**config.mk**
```make
export PLATFORM = sky130hd
export DESIGN_NAME = sha256_stream_hasher
export DESIGN_NICKNAME = d
export VERILOG_FILES = /design/src/design/sha_pkg.sv /design/src/design/sha_datapath.sv /design/src/design/sha_control.sv /design/src/design/sha256_stream_hasher.sv
export SDC_FILE = /design/constraint.sdc
export NUM_CORES = 2
export LEC_CHECK = 0
export ABC_AREA = 1
export ABC_CLOCK_PERIOD_IN_PS = 21600
export BUFFER_PORTS_ARGS = -buffer_cell sky130_fd_sc_hd__buf_4
export CORE_AREA = 2 2 518 391
export DETAILED_ROUTE_END_ITERATION = 8
export DIE_AREA = 0 0 520 393
export MAX_ROUTING_LAYER = met4
export PLACE_DENSITY = 0.65
export SYNTH_ARGS = -nofsm -noshare
export SYNTH_HDL_FRONTEND = slang
export SYNTH_HIERARCHICAL = 1
export SYNTH_SLANG_ARGS = --single-unit
```
**constraint.sdc**
```tcl
create_clock -name clk -period 21.6 [get_ports clk]
set_input_delay 5.4 -clock clk [delete_from_list [all_inputs] [get_ports clk]]
set_output_delay 5.4 -clock clk [all_outputs]
set_load 0.05 [all_outputs]
```
**src/design/sha_pkg.sv**
```systemverilog
// shared types, constants and round functions for the sha-256 stream hasher
package sha_pkg;

  localparam logic [1:0] REQ_DATA    = 2'd0;
  localparam logic [1:0] REQ_FINISH  = 2'd1;
  localparam logic [1:0] REQ_RESTART = 2'd2;

  typedef enum logic [3:0] {
    ST_IDLE,
    ST_ERR_OUT,
    ST_PAD,
    ST_ROUND,
    ST_UPDATE,
    ST_EMIT
  } state_t;

  // what the controller asks of the datapath
  typedef struct packed {
    logic       load_init;
    logic       write_byte;
    logic       write_pad;
    logic       start_block;
    logic       round;
    logic       update;
    logic       clear_len;
    logic [1:0] round_hi;
  } dp_cmd_t;

  // what the datapath reports back
  typedef struct packed {
    logic       block_full;
    logic       pad_last;
    logic       pad_needs_second;
  } dp_stat_t;

  localparam logic [31:0] INIT_HASH [8] = '{
    32'h6A09E667, 32'hBB67AE85, 32'h3C6EF372, 32'hA54FF53A,
    32'h510E527F, 32'h9B05688C, 32'h1F83D9AB, 32'h5BE0CD19};

  localparam logic [31:0] ROUND_K [64] = '{
    32'h428a2f98, 32'h71374491, 32'hb5c0fbcf, 32'he9b5dba5, 32'h3956c25b, 32'h59f111f1,
    32'h923f82a4, 32'hab1c5ed5, 32'hd807aa98, 32'h12835b01, 32'h243185be, 32'h550c7dc3,
    32'h72be5d74, 32'h80deb1fe, 32'h9bdc06a7, 32'hc19bf174, 32'he49b69c1, 32'hefbe4786,
    32'h0fc19dc6, 32'h240ca1cc, 32'h2de92c6f, 32'h4a7484aa, 32'h5cb0a9dc, 32'h76f988da,
    32'h983e5152, 32'ha831c66d, 32'hb00327c8, 32'hbf597fc7, 32'hc6e00bf3, 32'hd5a79147,
    32'h06ca6351, 32'h14292967, 32'h27b70a85, 32'h2e1b2138, 32'h4d2c6dfc, 32'h53380d13,
    32'h650a7354, 32'h766a0abb, 32'h81c2c92e, 32'h92722c85, 32'ha2bfe8a1, 32'ha81a664b,
    32'hc24b8b70, 32'hc76c51a3, 32'hd192e819, 32'hd6990624, 32'hf40e3585, 32'h106aa070,
    32'h19a4c116, 32'h1e376c08, 32'h2748774c, 32'h34b0bcb5, 32'h391c0cb3, 32'h4ed8aa4a,
    32'h5b9cca4f, 32'h682e6ff3, 32'h748f82ee, 32'h78a5636f, 32'h84c87814, 32'h8cc70208,
    32'h90befffa, 32'ha4506ceb, 32'hbef9a3f7, 32'hc67178f2};

  function automatic logic [31:0] rotr(input logic [31:0] x, input int n);
    rotr = (x >> n) | (x << (32 - n));
  endfunction

endpackage

```
**src/design/sha_datapath.sv**
```systemverilog
// block buffer, message schedule, round registers and hash state
module sha_datapath (
  input  logic              clk,
  input  logic              rst,
  input  sha_pkg::dp_cmd_t  cmd,
  input  logic [7:0]        data_byte,
  input  logic [2:0]        word_sel,
  output sha_pkg::dp_stat_t stat,
  output logic [31:0]       digest_word
);
  import sha_pkg::*;

  logic [5:0]  byte_position;
  logic [63:0] bit_length;
  logic [31:0] hash_words [8];
  // holds the block as it fills, then slides as the message schedule
  logic [31:0] w [16];
  logic [31:0] a, b, c, d, e, f, g, h;
  logic [5:0]  round_cnt;
  logic [7:0]  fill_byte;
  logic [7:0]  wr_byte;
  logic [31:0] w_new, t1, t2, w_cur;
  logic [31:0] s0, s1;

  assign stat.block_full       = (byte_position == 6'd63);
  assign stat.pad_last         = (byte_position == 6'd63);
  assign stat.pad_needs_second = (byte_position > 6'd55);
  assign digest_word = hash_words[word_sel];

  // padding byte at the current position: zeros, then the length in bytes 56 to 63
  always_comb begin
    if (byte_position >= 6'd56 && !cmd.round_hi[0])
      fill_byte = bit_length[{~byte_position[2:0], 3'b000} +: 8];
    else
      fill_byte = 8'h00;
  end

  // round_hi[1] marks the 0x80 byte, round_hi[0] forces zero fill
  always_comb begin
    if (cmd.write_pad)
      wr_byte = cmd.round_hi[1] ? 8'h80 : fill_byte;
    else
      wr_byte = data_byte;
  end

  always_comb begin
    s0 = rotr(w[1], 7) ^ rotr(w[1], 18) ^ (w[1] >> 3);
    s1 = rotr(w[14], 17) ^ rotr(w[14], 19) ^ (w[14] >> 10);
    w_new = s1 + w[9] + s0 + w[0];
    w_cur = w[0];
    t1 = h + (rotr(e, 6) ^ rotr(e, 11) ^ rotr(e, 25)) + ((e & f) ^ (~e & g))
         + ROUND_K[round_cnt] + w_cur;
    t2 = (rotr(a, 2) ^ rotr(a, 13) ^ rotr(a, 22)) + ((a & b) ^ (a & c) ^ (b & c));
  end

  always_ff @(posedge clk) begin
    if (rst) begin
      byte_position <= '0;
      bit_length    <= '0;
      round_cnt     <= '0;
      for (int i = 0; i < 8; i++) hash_words[i] <= INIT_HASH[i];
    end else begin
      if (cmd.load_init) begin
        byte_position <= '0;
        bit_length    <= '0;
        for (int i = 0; i < 8; i++) hash_words[i] <= INIT_HASH[i];
      end
      if (cmd.write_byte) begin
        byte_position <= byte_position + 6'd1;
        bit_length    <= bit_length + 64'd8;
      end
      if (cmd.write_pad) byte_position <= byte_position + 6'd1;
      // big-endian byte lanes within each schedule word
      if (cmd.write_byte || cmd.write_pad)
        w[byte_position[5:2]][{~byte_position[1:0], 3'b000} +: 8] <= wr_byte;
      if (cmd.clear_len) bit_length <= '0;
      if (cmd.start_block) begin
        round_cnt <= '0;
        {a, b, c, d} <= {hash_words[0], hash_words[1], hash_words[2], hash_words[3]};
        {e, f, g, h} <= {hash_words[4], hash_words[5], hash_words[6], hash_words[7]};
      end
      if (cmd.round) begin
        round_cnt <= round_cnt + 6'd1;
        for (int i = 0; i < 15; i++) w[i] <= w[i+1];
        w[15] <= w_new;
        h <= g; g <= f; f <= e; e <= d + t1;
        d <= c; c <= b; b <= a; a <= t1 + t2;
      end
      if (cmd.update) begin
        hash_words[0] <= hash_words[0] + a; hash_words[1] <= hash_words[1] + b;
        hash_words[2] <= hash_words[2] + c; hash_words[3] <= hash_words[3] + d;
        hash_words[4] <= hash_words[4] + e; hash_words[5] <= hash_words[5] + f;
        hash_words[6] <= hash_words[6] + g; hash_words[7] <= hash_words[7] + h;
      end
    end
  end
endmodule

```
**src/design/sha_control.sv**
```systemverilog
// controller state machine for the sha-256 stream hasher
module sha_control (
  input  logic              clk,
  input  logic              rst,
  input  logic              in_tvalid,
  input  logic [1:0]        req_type,
  output logic              in_tready,
  input  logic              out_tready,
  output logic              out_tvalid,
  output logic              out_err,
  output logic [2:0]        word_sel,
  input  sha_pkg::dp_stat_t stat,
  output sha_pkg::dp_cmd_t  cmd
);
  import sha_pkg::*;

  state_t state, state_next;
  logic   done_flag, error_flag;
  logic   second_block, marker_done, final_block;
  logic [5:0] rcnt;
  logic   acc;

  assign acc = in_tvalid && in_tready;
  assign in_tready = (state == ST_IDLE);

  always_comb begin
    state_next = state;
    unique case (state)
      ST_IDLE: if (acc) begin
        unique case (req_type)
          REQ_DATA: begin
            if (done_flag || error_flag) state_next = ST_ERR_OUT;
            else if (stat.block_full) state_next = ST_ROUND;
          end
          REQ_FINISH: begin
            if (error_flag) state_next = ST_ERR_OUT;
            else if (done_flag) state_next = ST_EMIT;
            else state_next = ST_PAD;
          end
          default: state_next = ST_IDLE;
        endcase
      end
      ST_ERR_OUT: if (out_tready) state_next = ST_IDLE;
      ST_PAD: if (stat.pad_last) state_next = ST_ROUND;
      ST_ROUND: if (rcnt == 6'd63) state_next = ST_UPDATE;
      ST_UPDATE: state_next = final_block ? ST_EMIT
                            : (second_block ? ST_PAD : ST_IDLE);
      ST_EMIT: if (out_tready && word_sel == 3'd7) state_next = ST_IDLE;
      default: state_next = ST_IDLE;
    endcase
  end

  always_comb begin
    cmd = '0;
    out_tvalid = 1'b0;
    out_err = 1'b0;
    unique case (state)
      ST_IDLE: begin
        cmd.load_init   = acc && req_type == REQ_RESTART;
        cmd.write_byte  = acc && req_type == REQ_DATA && !done_flag && !error_flag;
        cmd.start_block = cmd.write_byte && stat.block_full;
      end
      ST_ERR_OUT: begin
        out_tvalid = 1'b1;
        out_err    = 1'b1;
      end
      ST_PAD: begin
        cmd.write_pad   = 1'b1;
        cmd.round_hi[1] = !marker_done;
        cmd.round_hi[0] = second_block;
        cmd.start_block = stat.pad_last;
      end
      ST_ROUND: cmd.round = 1'b1;
      ST_UPDATE: begin
        cmd.update    = 1'b1;
        cmd.clear_len = final_block;
      end
      ST_EMIT: out_tvalid = 1'b1;
      default: ;
    endcase
  end

  always_ff @(posedge clk) begin
    if (rst) begin
      state <= ST_IDLE;
      done_flag <= 1'b0; error_flag <= 1'b0;
      second_block <= 1'b0; marker_done <= 1'b0; final_block <= 1'b0;
      rcnt <= '0; word_sel <= '0;
    end else begin
      state <= state_next;
      if (cmd.start_block) rcnt <= '0;
      else if (cmd.round) rcnt <= rcnt + 6'd1;
      if (state == ST_IDLE && acc) begin
        word_sel <= '0;
        if (req_type == REQ_RESTART) begin
          done_flag <= 1'b0; error_flag <= 1'b0;
        end
        if (req_type == REQ_DATA && done_flag) error_flag <= 1'b1;
        if (req_type == REQ_FINISH) begin
          marker_done <= 1'b0; second_block <= 1'b0; final_block <= 1'b0;
        end
      end
      if (state == ST_PAD) begin
        marker_done <= 1'b1;
        // a marker too late for the length: this block is zero padded only
        if (!marker_done) begin
          second_block <= stat.pad_needs_second;
          final_block  <= !stat.pad_needs_second;
        end else if (stat.pad_last && second_block) begin
          final_block <= 1'b0;
        end
      end
      if (state == ST_UPDATE) begin
        if (second_block && !final_block) begin
          second_block <= 1'b0;
          final_block  <= 1'b1;
        end
        // later data blocks must not be taken for a padded one
        if (final_block) begin
          done_flag   <= 1'b1;
          final_block <= 1'b0;
        end
      end
      if (state == ST_EMIT && out_tready) word_sel <= word_sel + 3'd1;
    end
  end
endmodule

```
**src/design/sha256_stream_hasher.sv**
```systemverilog
// a data item writes one byte; the item that fills a 64-byte block also starts its rounds
// a finish item pads one or two blocks, runs each block through the single round
// unit, then shows 8 result items
// an error result is a single item; a repeated finish only emits the digest
// rst is synchronous: it loads the initial hash and clears length and flags
module sha256_stream_hasher (
  input  logic        clk,
  input  logic        rst,
  input  logic        s_tvalid,
  output logic        s_tready,
  input  logic [7:0]  s_tdata,   // data_byte[7:0]
  input  logic [1:0]  s_tuser,   // req_type[1:0]
  input  logic        m_tready,
  output logic        m_tvalid,
  output logic [39:0] m_tdata,   // digest_word[31:0], word_index[34:32], zeros
  output logic        m_tuser,   // status[0]
  output logic        m_tlast
);
  import sha_pkg::*;

  dp_cmd_t    cmd;
  dp_stat_t   stat;
  logic [2:0] word_sel;
  logic [31:0] dword;
  logic       err;

  sha_control u_ctl (
    .clk, .rst, .in_tvalid(s_tvalid), .req_type(s_tuser), .in_tready(s_tready),
    .out_tready(m_tready), .out_tvalid(m_tvalid), .out_err(err), .word_sel,
    .stat, .cmd);

  sha_datapath u_dp (
    .clk, .rst, .cmd, .data_byte(s_tdata), .word_sel, .stat,
    .digest_word(dword));

  assign m_tdata = err ? 40'd0 : {5'd0, word_sel, dword};
  assign m_tuser = err;
  assign m_tlast = err || word_sel == 3'd7;
endmodule

```
==> results.tsv <==
metric	value	unit
max-cap-violations	0	
cts.htree.levels	3	
die_area	0.2044	mm²
slew_viol_final	0	
worst_path_max_delay_cell	buf_4	
tightestPinTransition	1.338	ns
crit_family	buffers and inverters	
power.share.sequential	0.214	
clock_skew	0.1149	ns
wl_met3	58900	µm
io_buffers	52	
path_buf_inv	4	
fin_crit_sh	0.4539	
p_int	6.042	mW
wl_per_cell	26.88	µm
core_area	0.1992	mm²
ys_types	71	
yosysTopAreaCell	edfxtp_1	
synth-adder-area-share	0.1122	
endpoint_kind	output pin	
worstHoldPathType	flip-flop to flip-flop	
muxShareOfSynthArea	0.003843	
synth_xor_area_frac	0.03759	
hold_viol_final	0	
drive_above_1_share	0.04324	
cts_root_buf	clkbuf_16	
cts.sinks	1114	
synth_top_flop_cell	edfxtp_1	
wl	338600	µm
cp.required	16.20	ns
crit_chain	inv_2, buf_4, nor2_1, o21ai_0, a21oi_1, a31oi_1, inv_1, nor2_1, buf_4	
grt_max_degree	197	
power_frac_clock	0.174	
max_freq	0.1020	GHz
cp_max_fo	70	
die_h	393	µm
first_pass_iters	8	
worstSetupStartpointType	flip-flop	
synth_top_area_frac	0.3749	
grt_pass1_vias	66380	
netlist_instances	9957	
final_antenna_net_count	0	
wl_met1	154900	µm
grt_pass1_wl	479500	µm
fin_tns_setup	0	ns
setup_viol	0	
topRoutingLayerUsed	met4	
grt.overflow.total	0	
track_usage	0.3323	
route.vias.total	74320	
netlist_top_cells_area	edfxtp_1 37%, nand2_1 13%, ha_1 6.3%, inv_1 5.7%, o21ai_0 5.4%	
cts_hold_buf	0	
period_needed	9.804	ns
detailed_place_hpwl	266100	µm
synth_top_family_by_area	simple AND/OR/NAND/NOR gates	
async_reset_ff_frac	0	
place.gp.congestion	1.073	
drc_errors	0	
synth_area	0.07945	mm²
pin_count	58	
cts_resized	0	
cts_buffers	118	
rsz0062_at_grt	no	
insertion_delay	0.85	ns
cts_tree	done	
antenna_found_initial	18	
layout_commonest_cell	nand2_1	
yosys.area_share.simple	0.2132	
ir_drop	0.0002049	V
ctsLongestPathBuffers	3	
final_cell_count_no_fill	12600	
relSlewSlack	0.09882	
dp_cells	12360	
synth_compound_area_frac	0.1507	
critPathKind	flip-flop to output pin	
status	completed	
powerDensity	148.2	mW/mm²
seq_area_frac_synth	0.4057	
final_cell_mix	2769 x nand2_1, 1194 x inv_1, 992 x edfxtp_1	
worstPathArrival	4.40	ns
synth_edf_count	992	
met2_length	117800	µm
leakage	36.67	nW
initial_core_util	0.3989	
p_sw	6.744	mW
slowest_delay	0.71	ns
sw_frac_of_total	0.5274	
postCtsSetupBuffers	0	
ys_ff_latch	1114	
syn_avg_cell_area	7.979	µm²
fin_nets	10430	
drt_iter0_drc	11870	
power_frac_comb	0.612	
area_growth	8.605	%
cts.clk_slew.worst_paths	0.07	ns
placementRows	142	
die_x	520	µm
yosys_warnings	6	
viasPerCell	5.900	
through the flow:
step	util	hold slack [ns]	setup slack [ns]	power, mW	area (µm²)
after floorplan	-	0.4393	4.115	7.306	79460
after global placement	0.4125	0.4489	12.43	10.23	82150
after detailed placement	0.4125	0.4562	12.54	10.12	82150
after CTS	0.4331	0.4649	11.89	12.38	86260
after global routing	0.4332	0.4825	11.74	13.38	86280
final	0.4332	0.4667	11.80	12.79	86280
cells in the mapped netlist, drive strengths merged (69+ instances only):
cell type,n
buf,69
nand2,2774
a21oi,770
nand4,85
xor2,188
ha,399
nand3,392
nor2,676
o21bai,75
dfxtp,122
clkbuf,300
nor3,97
edfxtp,992
fa,195
o21ai,864
inv,1209
xnor2,153
a31oi,83
metal layers:
layer,up-vias,global-route usage
met5,-,-
met4,0,0.06598
met3,420,0.1419
met2,4860,0.3844
met1,35970,0.5116
li1,33070,-
path summary, 6_finish.rpt:
path | slack, ns | cells past startpoint | end | startpoint
max reg2reg | 12.18 | 37 | u_dp/a[31]$_DFFE_PP_ | u_dp/round_cnt[0]$_SDFFE_PP0N_
max | 11.80 | 9 | m_tdata[21] | u_ctl/word_sel[0]$_SDFFE_PP0P_
min reg2reg | 0.47 | 2 | u_dp/bit_length[61]$_SDFFE_PP0P_ | u_dp/bit_length[61]$_SDFFE_PP0P_
min | 0.47 | 2 | u_dp/bit_length[61]$_SDFFE_PP0P_ | u_dp/bit_length[61]$_SDFFE_PP0P_
sequential cells by signal (all words and copies together), names as in the netlist, 32 cells and up:
register and cells:
u_dp/a 32, u_dp/f 32, u_dp/w 512, u_dp/h 32, u_dp/bit_length 61, u_dp/d 32
u_dp/g 32, u_dp/hash_words 256, u_dp/c 32, u_dp/b 32, u_dp/e 32
cells by family (layout without fill, tap and decap cells):
kind of cell | Yosys count | count (layout)
compound gates | 2134 | 2134
xor+xnor | 341 | 341
fa+ha+maj | 596 | 596
buf+inv | 1586 | 1547
flops | 1114 | 1114
mux | 28 | 28
other cells | 1 | 16
simple gates | 4157 | 4157
worst register-to-register path, delay by kind of cell (launching register included):
family                   cells  cell delay (ns)
adder cells (fa/ha/maj)      6             2.68
XOR/XNOR                     1             0.68
flip-flops                   1             0.76
AO/OA/AOI/OAI                7             1.57
buffers and inverters        7             0.97
AND/OR/NAND/NOR             16             2.55
power groups by stage:
stage / Combinational [mW] / Sequential, mW / Clock [mW]
floorplan: 4.63 / 2.68 / 0
global placement: 7.47 / 2.76 / 0
detailed placement: 7.36 / 2.76 / 0
CTS: 7.41 / 2.72 / 2.25
global route: 8.33 / 2.73 / 2.32
finish: 7.83 / 2.73 / 2.22
layout make-up:
class                           count  area (µm²)
Timing Repair Buffer              106       808.3
Multi-Input combinational cell   7261       41170
Clock inverter                     84        1044
Fill cell                       19800      112900
Inverter                         1217        4594
Antenna cell                       11       27.53
Tap cell                         2664        3333
Clock buffer                      140        3065
Sequential cell                  1114       32240
Note: power is estimated with default switching activity, not from simulation.
